## config.mk

```make
export PLATFORM = sky130hd
export DESIGN_NAME = block_chained_bump_allocator_top
export DESIGN_NICKNAME = d
export VERILOG_FILES = /design/src/design/bcba_pkg.sv /design/src/design/bcba_align.sv /design/src/design/bcba_datapath.sv /design/src/design/bcba_ctrl.sv /design/src/design/block_chained_bump_allocator_top.sv
export SDC_FILE = /design/constraint.sdc
export NUM_CORES = 1
export LEC_CHECK = 0
export BUFFER_PORTS_ARGS = -buffer_cell sky130_fd_sc_hd__buf_4
export CAP_MARGIN = 20
export CORE_MARGIN = 2
export CORE_UTILIZATION = 50
export DETAILED_ROUTE_END_ITERATION = 10
export PLACE_DENSITY_LB_ADDON = 0.3
export REMOVE_ABC_BUFFERS = 1
export SYNTH_ARGS = -nofsm -noshare
export SYNTH_HDL_FRONTEND = slang
export SYNTH_SLANG_ARGS = --single-unit
export TNS_END_PERCENT = 10
```

## constraint.sdc

```tcl
create_clock -name clk -period 9.9 [get_ports clk]
set_input_delay 0.99 -clock clk [delete_from_list [all_inputs] [get_ports clk]]
set_output_delay 0.99 -clock clk [all_outputs]
set_load 0.05 [all_outputs]
```

## src/design/bcba_pkg.sv

```systemverilog
// shared types, codes and widths of the chained bump allocator
package bcba_pkg;

  // field widths
  localparam int unsigned OP_W     = 2;
  localparam int unsigned BYTES_W  = 25;
  localparam int unsigned ALIGNED_W = 26;
  localparam int unsigned OFFSET_W = 24;
  localparam int unsigned BLOCK_W  = 6;
  localparam int unsigned COUNT_W  = 7;
  localparam int unsigned ACNT_W   = 32;
  localparam int unsigned STAT_W   = 31;
  localparam int unsigned STATUS_W = 2;

  // reset value of the block size register
  localparam logic [BYTES_W-1:0] BLOCK_SIZE_RESET = 25'd65536;

  // saturation limits
  localparam logic [STAT_W-1:0] SAT31 = '1;
  localparam logic [ACNT_W-1:0] SAT32 = '1;

  // operation codes
  localparam logic [OP_W-1:0] OP_ALLOC   = 2'd0;
  localparam logic [OP_W-1:0] OP_FRAME   = 2'd1;
  localparam logic [OP_W-1:0] OP_RELEASE = 2'd2;

  // status codes
  localparam logic [STATUS_W-1:0] ST_OK   = 2'd0;
  localparam logic [STATUS_W-1:0] ST_ZERO = 2'd1;
  localparam logic [STATUS_W-1:0] ST_BIG  = 2'd2;
  localparam logic [STATUS_W-1:0] ST_OUT  = 2'd3;

  typedef struct packed {
    logic [OP_W-1:0]    operation;
    logic [BYTES_W-1:0] request_bytes;
  } in_item_t;

  typedef struct packed {
    logic [STATUS_W-1:0] status;
    logic [BLOCK_W-1:0]  granted_block;
    logic [OFFSET_W-1:0] granted_offset;
    logic [BYTES_W-1:0]  granted_bytes;
    logic [ACNT_W-1:0]   frame_alloc_count;
    logic [STAT_W-1:0]   frame_bytes_used;
    logic [STAT_W-1:0]   peak_bytes_used;
    logic [COUNT_W-1:0]  blocks_open;
    logic [STAT_W-1:0]   total_capacity;
  } out_item_t;

  // controller states
  typedef enum logic [2:0] {
    S_IDLE,
    S_DIVIDE,
    S_ROUND,
    S_EXEC,
    S_EMIT
  } state_t;

  // controller to datapath commands
  typedef struct packed {
    logic capture;
    logic div_step;
    logic round;
    logic exec;
    logic emit;
  } cmd_t;

  // datapath to controller status
  typedef struct packed {
    logic need_align;
    logic div_last;
    logic out_free;
  } stat_t;

endpackage

```

## src/design/bcba_align.sv

```systemverilog
// round-up of a request size to the alignment by reciprocal multiplication
module bcba_align #(
  parameter int unsigned ALIGN_BYTES = 256
) (
  input  logic                          clk,
  input  logic                          rst_n,
  input  logic                          start,
  input  logic                          step,
  input  logic                          round,
  input  logic [bcba_pkg::BYTES_W-1:0]  value,
  output logic                          last,
  output logic [bcba_pkg::ALIGNED_W-1:0] aligned
);
  import bcba_pkg::*;

  // (value + align - 1) / align as a multiply by a scaled reciprocal,
  // exact for every numerator below 2**NW
  localparam int unsigned NW = ALIGNED_W;
  localparam int unsigned LW = $clog2(ALIGN_BYTES);
  localparam int unsigned SH = NW + LW;
  localparam int unsigned MW = NW + 1;
  localparam int unsigned PW = NW + MW;
  localparam int unsigned AW = LW + 1;
  localparam longint unsigned RECIP_L =
    ((64'd1 << SH) + 64'(ALIGN_BYTES) - 64'd1) / 64'(ALIGN_BYTES);
  localparam logic [MW-1:0] RECIP    = MW'(RECIP_L);
  localparam logic [AW-1:0] ALIGN_V  = AW'(ALIGN_BYTES);
  localparam logic [NW-1:0] ALIGN_M1 = NW'(ALIGN_BYTES - 1);

  logic [BYTES_W-1:0]   val_r, val_nxt;
  logic [NW-1:0]        quo_r, quo_nxt;
  logic [ALIGNED_W-1:0] aligned_r, aligned_nxt;
  logic [NW-1:0]        num;
  logic [PW-1:0]        prod;
  logic [NW+AW-1:0]     scaled;

  // capture the request, then one multiply for the quotient
  always_comb begin
    num     = NW'(val_r) + ALIGN_M1;
    prod    = PW'(num) * PW'(RECIP);
    val_nxt = start ? value : val_r;
    quo_nxt = step ? NW'(prod >> SH) : quo_r;
  end

  // quotient times the alignment gives the rounded size
  always_comb begin
    scaled      = (NW + AW)'(quo_r) * (NW + AW)'(ALIGN_V);
    aligned_nxt = round ? ALIGNED_W'(scaled) : aligned_r;
  end

  always_ff @(posedge clk) begin
    if (!rst_n) begin
      quo_r     <= '0;
      aligned_r <= '0;
    end else begin
      quo_r     <= quo_nxt;
      aligned_r <= aligned_nxt;
    end
  end

  always_ff @(posedge clk) begin
    val_r <= val_nxt;
  end

  assign last    = step;
  assign aligned = aligned_r;

endmodule

```

## src/design/bcba_datapath.sv

```systemverilog
// allocator state, placement logic, statistics and result register
module bcba_datapath #(
  parameter int unsigned ALIGN_BYTES = 256,
  parameter int unsigned MAX_BLOCKS  = 64
) (
  input  logic                         clk,
  input  logic                         rst_n,
  input  bcba_pkg::cmd_t               cmd,
  output bcba_pkg::stat_t              stat,
  input  bcba_pkg::in_item_t           in_data,
  input  logic                         cfg_wr_en,
  input  logic [bcba_pkg::BYTES_W-1:0] cfg_wr_data,
  output logic                         out_valid,
  input  logic                         out_ready,
  output bcba_pkg::out_item_t          out_data
);
  import bcba_pkg::*;

  localparam logic [COUNT_W-1:0] MAXB = COUNT_W'(MAX_BLOCKS);

  in_item_t             item_r;
  logic [BYTES_W-1:0]   bs_r;
  logic [COUNT_W-1:0]   cur_r, cur_nxt;
  logic [BYTES_W-1:0]   fill_r, fill_nxt;
  logic [COUNT_W-1:0]   open_r, open_nxt;
  logic                 exh_r, exh_nxt;
  logic [ACNT_W-1:0]    acnt_r, acnt_nxt;
  logic [STAT_W-1:0]    bcnt_r, bcnt_nxt;
  logic [STAT_W-1:0]    peak_r, peak_nxt;
  logic [STATUS_W-1:0]  status_r, status_nxt;
  logic [BLOCK_W-1:0]   gblk_r, gblk_nxt;
  logic [OFFSET_W-1:0]  goff_r, goff_nxt;
  logic [BYTES_W-1:0]   gbytes_r, gbytes_nxt;
  logic                 out_valid_r, out_valid_nxt;
  out_item_t            out_data_r, out_data_nxt;

  logic [ALIGNED_W-1:0] aligned;
  logic                 div_last;
  logic [BYTES_W-1:0]   goff;
  logic [COUNT_W-1:0]   blk;
  logic [COUNT_W-1:0]   blk_inc;
  logic                 placed;
  logic                 fits;
  logic [ACNT_W-1:0]    bsum;
  logic [ACNT_W-1:0]    cap_full;

  // alignment unit
  bcba_align #(
    .ALIGN_BYTES (ALIGN_BYTES)
  ) u_align (
    .clk     (clk),
    .rst_n   (rst_n),
    .start   (cmd.capture),
    .step    (cmd.div_step),
    .round   (cmd.round),
    .value   (in_data.request_bytes),
    .last    (div_last),
    .aligned (aligned)
  );

  // placement and state update of one item
  always_comb begin
    cur_nxt    = cur_r;
    fill_nxt   = fill_r;
    open_nxt   = open_r;
    exh_nxt    = exh_r;
    acnt_nxt   = acnt_r;
    bcnt_nxt   = bcnt_r;
    peak_nxt   = peak_r;
    status_nxt = ST_OK;
    gblk_nxt   = '0;
    goff_nxt   = '0;
    gbytes_nxt = '0;
    goff       = '0;
    blk        = cur_r;
    blk_inc    = cur_r + 1'b1;
    placed     = 1'b0;
    fits       = ((ALIGNED_W + 1)'(fill_r) + (ALIGNED_W + 1)'(aligned))
                 <= (ALIGNED_W + 1)'(bs_r);
    bsum       = ACNT_W'(bcnt_r) + ACNT_W'(aligned);
    unique case (item_r.operation)
      OP_ALLOC: begin
        if (item_r.request_bytes == '0) begin
          status_nxt = ST_ZERO;
        end else if (aligned > ALIGNED_W'(bs_r)) begin
          status_nxt = ST_BIG;
        end else if (exh_r) begin
          status_nxt = ST_OUT;
        end else begin
          // try the current block, then the next open one
          if (cur_r < open_r) begin
            if (fits) begin
              goff   = fill_r;
              placed = 1'b1;
            end else begin
              blk = blk_inc;
              if (blk_inc < open_r) begin
                placed = 1'b1;
              end
            end
          end
          // open a new block or run out
          if (!placed) begin
            blk = open_r;
            if (open_r < MAXB) begin
              open_nxt = open_r + 1'b1;
              placed   = 1'b1;
            end else begin
              exh_nxt    = 1'b1;
              status_nxt = ST_OUT;
            end
          end
          cur_nxt = blk;
          if (placed) begin
            fill_nxt   = BYTES_W'(ALIGNED_W'(goff) + aligned);
            gblk_nxt   = blk[BLOCK_W-1:0];
            goff_nxt   = goff[OFFSET_W-1:0];
            gbytes_nxt = item_r.request_bytes;
            acnt_nxt   = (acnt_r == SAT32) ? acnt_r : acnt_r + 1'b1;
            bcnt_nxt   = (bsum > ACNT_W'(SAT31)) ? SAT31 : bsum[STAT_W-1:0];
          end
        end
      end
      OP_FRAME: begin
        peak_nxt = (bcnt_r > peak_r) ? bcnt_r : peak_r;
        cur_nxt  = '0;
        fill_nxt = '0;
        acnt_nxt = '0;
        bcnt_nxt = '0;
        exh_nxt  = 1'b0;
      end
      OP_RELEASE: begin
        open_nxt = '0;
        cur_nxt  = '0;
        fill_nxt = '0;
        acnt_nxt = '0;
        bcnt_nxt = '0;
        exh_nxt  = 1'b0;
      end
      default: begin
      end
    endcase
  end

  // result register with capacity product
  always_comb begin
    cap_full      = ACNT_W'(open_r) * ACNT_W'(bs_r);
    out_valid_nxt = out_valid_r;
    out_data_nxt  = out_data_r;
    if (out_ready) begin
      out_valid_nxt = 1'b0;
    end
    if (cmd.emit) begin
      out_valid_nxt                  = 1'b1;
      out_data_nxt.status            = status_r;
      out_data_nxt.granted_block     = gblk_r;
      out_data_nxt.granted_offset    = goff_r;
      out_data_nxt.granted_bytes     = gbytes_r;
      out_data_nxt.frame_alloc_count = acnt_r;
      out_data_nxt.frame_bytes_used  = bcnt_r;
      out_data_nxt.peak_bytes_used   = peak_r;
      out_data_nxt.blocks_open       = open_r;
      out_data_nxt.total_capacity    = (cap_full > ACNT_W'(SAT31)) ? SAT31
                                       : cap_full[STAT_W-1:0];
    end
  end

  // allocator state
  always_ff @(posedge clk) begin
    if (!rst_n) begin
      bs_r        <= BLOCK_SIZE_RESET;
      cur_r       <= '0;
      fill_r      <= '0;
      open_r      <= COUNT_W'(1);
      exh_r       <= 1'b0;
      acnt_r      <= '0;
      bcnt_r      <= '0;
      peak_r      <= '0;
      out_valid_r <= 1'b0;
    end else begin
      if (cfg_wr_en) begin
        bs_r <= cfg_wr_data;
      end
      if (cmd.exec) begin
        cur_r  <= cur_nxt;
        fill_r <= fill_nxt;
        open_r <= open_nxt;
        exh_r  <= exh_nxt;
        acnt_r <= acnt_nxt;
        bcnt_r <= bcnt_nxt;
        peak_r <= peak_nxt;
      end
      out_valid_r <= out_valid_nxt;
    end
  end

  // item and grant payload
  always_ff @(posedge clk) begin
    if (cmd.capture) begin
      item_r <= in_data;
    end
    if (cmd.exec) begin
      status_r <= status_nxt;
      gblk_r   <= gblk_nxt;
      goff_r   <= goff_nxt;
      gbytes_r <= gbytes_nxt;
    end
    out_data_r <= out_data_nxt;
  end

  assign stat.need_align = (in_data.operation == OP_ALLOC) && (in_data.request_bytes != '0);
  assign stat.div_last   = div_last;
  assign stat.out_free   = !out_valid_r || out_ready;
  assign out_valid       = out_valid_r;
  assign out_data        = out_data_r;

endmodule

```

## src/design/bcba_ctrl.sv

```systemverilog
// sequencing state machine of the allocator
module bcba_ctrl (
  input  logic            clk,
  input  logic            rst_n,
  input  logic            in_valid,
  output logic            in_ready,
  input  bcba_pkg::stat_t stat,
  output bcba_pkg::cmd_t  cmd
);
  import bcba_pkg::*;

  state_t state_r, state_nxt;

  // next state
  always_comb begin
    state_nxt = state_r;
    unique case (state_r)
      S_IDLE: begin
        if (in_valid) begin
          state_nxt = stat.need_align ? S_DIVIDE : S_EXEC;
        end
      end
      S_DIVIDE: begin
        if (stat.div_last) begin
          state_nxt = S_ROUND;
        end
      end
      S_ROUND: begin
        state_nxt = S_EXEC;
      end
      S_EXEC: begin
        state_nxt = S_EMIT;
      end
      S_EMIT: begin
        if (stat.out_free) begin
          state_nxt = S_IDLE;
        end
      end
      default: begin
        state_nxt = S_IDLE;
      end
    endcase
  end

  // commands
  always_comb begin
    cmd      = '0;
    in_ready = 1'b0;
    unique case (state_r)
      S_IDLE: begin
        in_ready    = 1'b1;
        cmd.capture = in_valid;
      end
      S_DIVIDE: begin
        cmd.div_step = 1'b1;
      end
      S_ROUND: begin
        cmd.round = 1'b1;
      end
      S_EXEC: begin
        cmd.exec = 1'b1;
      end
      S_EMIT: begin
        cmd.emit = stat.out_free;
      end
      default: begin
      end
    endcase
  end

  always_ff @(posedge clk) begin
    if (!rst_n) begin
      state_r <= S_IDLE;
    end else begin
      state_r <= state_nxt;
    end
  end

endmodule

```

## src/design/block_chained_bump_allocator_top.sv

```systemverilog
// allocate: after acceptance runs divide, round, exec and emit; new items only in idle
// end of frame, release all, unused code, zero-size allocate: straight to exec, then emit
// an allocate adds the reciprocal multiply and the round-up multiply, in a state each
// with the result register full, emit waits in its state until the old result is taken
// synchronous active-low reset: block size 65536, one block open, all counters zero
// top level of the chained bump allocator
module block_chained_bump_allocator_top #(
  parameter int unsigned ALIGN_BYTES = 256,
  parameter int unsigned MAX_BLOCKS  = 64
) (
  input  logic                         clk,
  input  logic                         rst_n,
  input  logic                         in_valid,
  output logic                         in_ready,
  input  bcba_pkg::in_item_t           in_data,
  output logic                         out_valid,
  input  logic                         out_ready,
  output bcba_pkg::out_item_t          out_data,
  input  logic                         cfg_wr_en,
  input  logic [bcba_pkg::BYTES_W-1:0] cfg_wr_data
);
  import bcba_pkg::*;

  cmd_t  cmd;
  stat_t stat;

  // sequencing
  bcba_ctrl u_ctrl (
    .clk      (clk),
    .rst_n    (rst_n),
    .in_valid (in_valid),
    .in_ready (in_ready),
    .stat     (stat),
    .cmd      (cmd)
  );

  // allocator datapath
  bcba_datapath #(
    .ALIGN_BYTES (ALIGN_BYTES),
    .MAX_BLOCKS  (MAX_BLOCKS)
  ) u_datapath (
    .clk         (clk),
    .rst_n       (rst_n),
    .cmd         (cmd),
    .stat        (stat),
    .in_data     (in_data),
    .cfg_wr_en   (cfg_wr_en),
    .cfg_wr_data (cfg_wr_data),
    .out_valid   (out_valid),
    .out_ready   (out_ready),
    .out_data    (out_data)
  );

endmodule

```

==> Yosys cells after proc, flatten, opt, wreduce, memory -nomap -nowiden <==
Cells that the tools add are included.
{ "totals": {"reg_bits": 472, "inputBits": 57} }
{ "classes": {"multipliers": 1, "muxes": 73, "order_cmp": 8, "add_sub_neg": 7, "n_reduce_logical": 22, "bitwise": 2, "n_eq_ne": 19} }
{ "ops": {"columns": ["cell", "count"], "rows": [
  ["$mux 25", 10],
  ["$mux 32", 5],
  ["$mux 31", 5],
  ["$mux 7", 11],
  ["$gt 32x31->1 const B", 2],
  ["$pmux 32 s2", 1],
  ["$pmux 31 s2", 1],
  ["$pmux 25 s2", 1],
  ["$add 31x26->32", 1],
  ["$add 32x1->32 const B", 1],
  ["$eq 32x32->1 const B", 1],
  ["$mul 7x25->32", 1],
  ["$gt 31x31->1", 1],
  ["$pmux 7 s2", 2],
  ["$add 25x26->27", 1],
  ["$le 27x25->1", 1],
  ["$mux 1", 27],
  ["$add 25x8->26 const B", 1],
  ["$gt 26x25->1", 1],
  ["$add 25x25->25", 1],
  ["$logic_not 25->1", 1],
  ["$reduce_bool 25->1", 1],
  ["$reduce_and 7->1", 3],
  ["$pmux 3 s5", 1],
  ["28 further kinds", 51]
]} }

==> Depth between registers and ports, before layout <==
{ "depth": {"ltp_word": 19, "ltp_mapped": 32, "mapped_depth_nobuf": 32} }

==> By module <==
A second synthesis with hierarchy kept.
{ "hier_totals": {"hier_cells": 2938, "hier_area_um2": 29691.0} }
{ "modules_own_cells": {"columns": ["module", "seq_area_each_um2", "cells_each", "area_per_inst_um2", "instances"], "rows": [
  ["bcba_datapath", 11400.9, 2688, 26930.8, 1],
  ["bcba_align", 1471.4, 228, 2563.7, 1],
  ["bcba_ctrl", 60.1, 22, 196.4, 1]
]} }

==> Worst setup path before layout <==
OpenSTA, ideal clock, no wires.
{ "synth_path": {"path_type": "input to register", "startpoint": "in out_ready", "endpoint": "reg u_datapath.out_data_r, in the netlist u_datapath.out_data[0], enable pin", "arrival_ns": 8.792, "cell_stages": 2, "required_ns": 9.166, "path_slack_ns": 0.374, "cell_sequence": "nor2b_1 -> nor2b_1"} }
{ "synth_between": {"elab_chain_cells": 2} }
{ "synth_lines": {"columns": ["element", "line_no", "rtl"], "rows": [
  ["start, declared", "block_chained_bump_allocator_top.sv:17", "input logic out_ready,"],
  ["$logic_or 1x1->1", "bcba_datapath.sv:213", "assign stat.out_free = !out_valid_r || out_ready;"],
  ["$mux 1", "bcba_ctrl.sv:49", "unique case (state_r)"],
  ["end signal, assigned", "bcba_datapath.sv:208", "out_data_r <= out_data_nxt;"],
  ["end, declared", "bcba_datapath.sv:35", "out_item_t out_data_r, out_data_nxt;"]
]} }
Every way passes these cells.
A chain may end at the register's enable or synchronous reset.

==> Final worst setup path <==
{ "layout_path": {"startpoint": "reg u_datapath.u_align.aligned_r[8], in the netlist u_datapath.u_align.aligned[8]", "endpoint": "reg u_datapath.fill_r[23]"} }
{ "layout_between": {"elab_chain_cells": 15} }
{ "layout_lines": {"columns": ["element", "line_no", "rtl"], "rows": [
  ["start, declared", "bcba_align.sv:32", "logic [ALIGNED_W-1:0] aligned_r, aligned_nxt;"],
  ["start signal, assigned", "bcba_align.sv:57", "aligned_r <= aligned_nxt;"],
  ["branches (longest 15 deep; another with $add 25x26->27)", null, null],
  ["end signal, assigned", "bcba_datapath.sv:186", "fill_r <= fill_nxt;"],
  ["end, declared", "bcba_datapath.sv:24", "logic [BYTES_W-1:0] fill_r, fill_nxt;"]
]} }
Several ways; the timed one is not identified. The select of a mux whose other input is x is not followed.

==> flow_metrics.py <==
metrics = {
    "status": {
        "run_status": "completed",
    },
    "finish": {
        "most-common-layout-cells": "266 x buf_4, 259 x edfxtp_1, 253 x nor2_1",
        "post-route-util_pct": 58.30,
        "regArea_mm2": 0.01148,
        "multi_input_area_mm2": 0.01306,
        "syn_to_final_growth_pct": 15.20,
        "fill_cells": 4374,
        "final_common_cell": "buf_4",
        "final_layout_size_suffix_gt1_share_pct": 12.90,
        "nNetsFinal": 3129,
        "diodes": 0,
    },
    "routing": {
        "vias": 19830,
        "wl_met2_um": 32340,
        "post_drt_wl_per_cell_um": 19.36,
        "wirelength_um": 67500,
        "drc": 0,
        "postRouteAntennaNets": 0,
        "wl_met3_um": 4332,
        "via_per_inst": 5.687,
        "drt_iter0_markers": 1410,
        "wl_met1_um": 28170,
        "firstDrtPassIters": 6,
        "top_layer": "met5",
    },
    "worst_hold_path": {
        "worstHoldEndpoint": "u_datapath.out_data[153]",
        "hp-class": "register to register",
        "worstHoldStart": "u_datapath.gbytes_r[21]",
        "hold-path-cell-count": 0,
    },
    "global_routing": {
        "grt_max_degree": 93,
        "antenna_found_initial": 2,
        "grt_usage_pct": 25.32,
        "grt_pass1_vias": 19580,
        "grt-ovfl-total": 0,
        "grt_pass1_wl_um": 107100,
    },
    "floorplanning": {
        "die_area_mm2": 0.05376,
        "die_w_um": 231.9,
        "core_area_mm2": 0.05130,
        "ios": 248,
        "start_util_pct": 50.61,
        "num_rows": 83,
        "die_y_um": 231.9,
    },
    "sta": {
        "drv_slew": 0,
        "min_period_ns": 7.454,
        "tightest_slew_ns": 1.117,
        "slew_headroom_pct": 23.59,
        "period_share_pct": 75.29,
        "finalHoldViolCount": 0,
        "fin_skew_ns": 0.02706,
        "tns_ns": 0,
        "setup_viol": 0,
        "rsz0062_at_grt": "false",
        "max_freq_mhz": 134.2,
    },
    "critical_path": {
        "reg2reg_to": "u_datapath.fill_r[23]",
        "r2r_slack_ns": 2.45,
        "start_kind": "register",
        "cp_max_fo": 13,
        "cp-end-kind": "register",
        "reg2reg_depth": 31,
        "slowest_delay_ns": 0.64,
        "rr_startpoint": "u_datapath.u_align.aligned[8]",
        "slowest_stage": "nand3_1",
        "worst_path_most_repeated_cell": "a21o_1",
        "crit_start": "u_datapath.u_align.aligned[8]",
        "crit_type": "register to register",
        "cp.arrival_ns": 7.93,
        "cp.required_ns": 10.38,
    },
    "flow_run": {
        "cap_violations": 0,
    },
    "yosys": {
        "async_flop_share_pct": 0,
        "yosysUniqueCellTypes": 75,
        "synth-seq-cells": 444,
        "avgSynthCellArea_um2": 10.13,
        "syn-cell-area_mm2": 0.02596,
        "yosysWarnings": 0,
        "synth-edff-count": 259,
        "synthCells": 2563,
        "seq_area_frac_synth_pct": 44.22,
        "synthFlopType": "edfxtp_1",
    },
    "clock_network": {
        "cts_resized": 0,
        "cts_made_buffers": 46,
        "htreeDepth": 2,
        "path_clk_slew_ns": 0.06,
        "cts.sinks": 444,
        "clk_latency_ns": 0.61,
        "cts-root-buf": "clkbuf_16",
        "holdBufCountCts": 0,
        "cts_setup_buffers": 0,
        "cts_tree": "yes",
        "clk_path_buf_depth": 3,
    },
    "place": {
        "gp_congestion": 0.9706,
        "io_buffer_count": 247,
        "dpl.hpwl_um": 49930,
    },
    "pwr": {
        "power_leakage_nw": 12.52,
        "vdd_drop_max_mv": 0.1287,
        "power_density_mw_per_mm2": 138.6,
    },
}
[power by group]
part | internal [mW] | leakage [nW] | total, mW | switching (mW)
Clock | 0.986 | 0.733 | 1.73 | 0.744
Combinational | 0.118 | 8.03 | 0.375 | 0.257
Sequential | 2.00 | 3.76 | 2.04 | 0.0416
Total | 3.10 | 12.5 | 4.15 | 1.04
[Yosys cell counts, types with 26 or more instances]
| master | n | area [µm²] |
|---|---|---|
| a211oi_1 | 32 | 240.2 |
| a21o_1 | 48 | 360.4 |
| a21oi_1 | 126 | 630.6 |
| and2_1 | 65 | 406.6 |
| clkbuf_1 | 72 | 270.3 |
| dfxtp_1 | 185 | 3704 |
| edfxtp_1 | 259 | 7777 |
| fa_1 | 117 | 2342 |
| ha_1 | 186 | 2327 |
| inv_1 | 251 | 942.2 |
| mux2i_1 | 50 | 500.5 |
| nand2_1 | 251 | 942.2 |
| nand3_1 | 64 | 320.3 |
| nor2_1 | 253 | 949.7 |
| nor3_1 | 50 | 250.2 |
| nor4_1 | 26 | 162.7 |
| o21ai_0 | 82 | 410.4 |
| xnor2_1 | 54 | 473.0 |
| xor2_1 | 30 | 262.8 |
[cell type report]
type	instances	area share, %
multi-input combinational	1754	43.68
sequential	444	38.39
timing repair buffer	268	6.819
clock buffer	57	4.058
inverter	255	3.209
tap	680	2.845
clock inverter	29	0.9999
[logic make-up (layout without fill, tap and decap cells)]
group	after synthesis	count (layout)	share of synthesized area, %
AO/OA/AOI/OAI	473	473	12.34
XOR/XNOR	84	84	2.834
adder cells (fa/ha/maj)	303	303	17.99
buffers and inverters	365	609	5.542
flip-flops	444	444	44.22
multiplexers	50	50	1.928
AND/OR/NAND/NOR	844	844	15.15
[layer usage]
layer | track usage [%] | up-vias
met4 | 9.896 | 2
li1 | - | 9357
met1 | 32.78 | 9672
met3 | 4.077 | 154
met2 | 42.55 | 646
met5 | 0 | -
[sequential cells by signal (all words and copies together) (netlist names)]
register,flops
u_datapath.u_align.quo_r,18
u_datapath.gbytes_r,25
u_datapath.out_data,175
u_datapath.goff_r,24
u_datapath.u_align.aligned,18
u_datapath.out_valid,1
u_datapath.bcnt_r,24
u_ctrl.state_r,3
u_datapath.cur_r,7
u_datapath.bs_r,25
u_datapath.peak_r,24
u_datapath.open_r,7
u_datapath.status_r,2
u_datapath.gblk_r,6
u_datapath.acnt_r,32
u_datapath.fill_r,25
u_datapath.exh_r,1
u_datapath.item_r,27
[worst max-delay path, delay by kind of cell, from the launching register on]
kind,cells,cell delay [ns]
flip-flops,1,0.47
AO/OA/AOI/OAI,18,3.57
AND/OR/NAND/NOR,6,1.79
buffers and inverters,1,0.06
adder cells (fa/ha/maj),4,1.24
XOR/XNOR,2,0.21
[per-stage QoR]
| step | hold WS [ns] | power [mW] | area (µm²) | setup WS, ns | cells |
|---|---|---|---|---|---|
| finish | 0.4160 | 4.145 | 29910 | 2.446 | 3487 |
| global route | 0.4225 | 4.292 | 29910 | 1.858 | 3487 |
| CTS | 0.4169 | 4.175 | 29890 | 2.401 | 3486 |
| detailed placement | 0.4045 | 2.450 | 28380 | 2.474 | 3400 |
| global placement | 0.4021 | 2.439 | 28350 | 2.640 | 3399 |
| floorplan | 0.4003 | 2.298 | 25480 | 0.3741 | 2453 |
[worst max-delay path by stage]
stage	slack [ns]	depth (start not counted)	end
floorplan	0.37	2	u_datapath.out_data[0]
global placement	2.64	18	u_datapath.out_data[10]
detailed placement	2.47	18	u_datapath.out_data[6]
CTS	2.40	18	u_datapath.out_data[4]
global route	1.86	30	u_datapath.fill_r[23]
finish	2.45	31	u_datapath.fill_r[23]
Note: power is estimated with default switching activity, not from simulation.
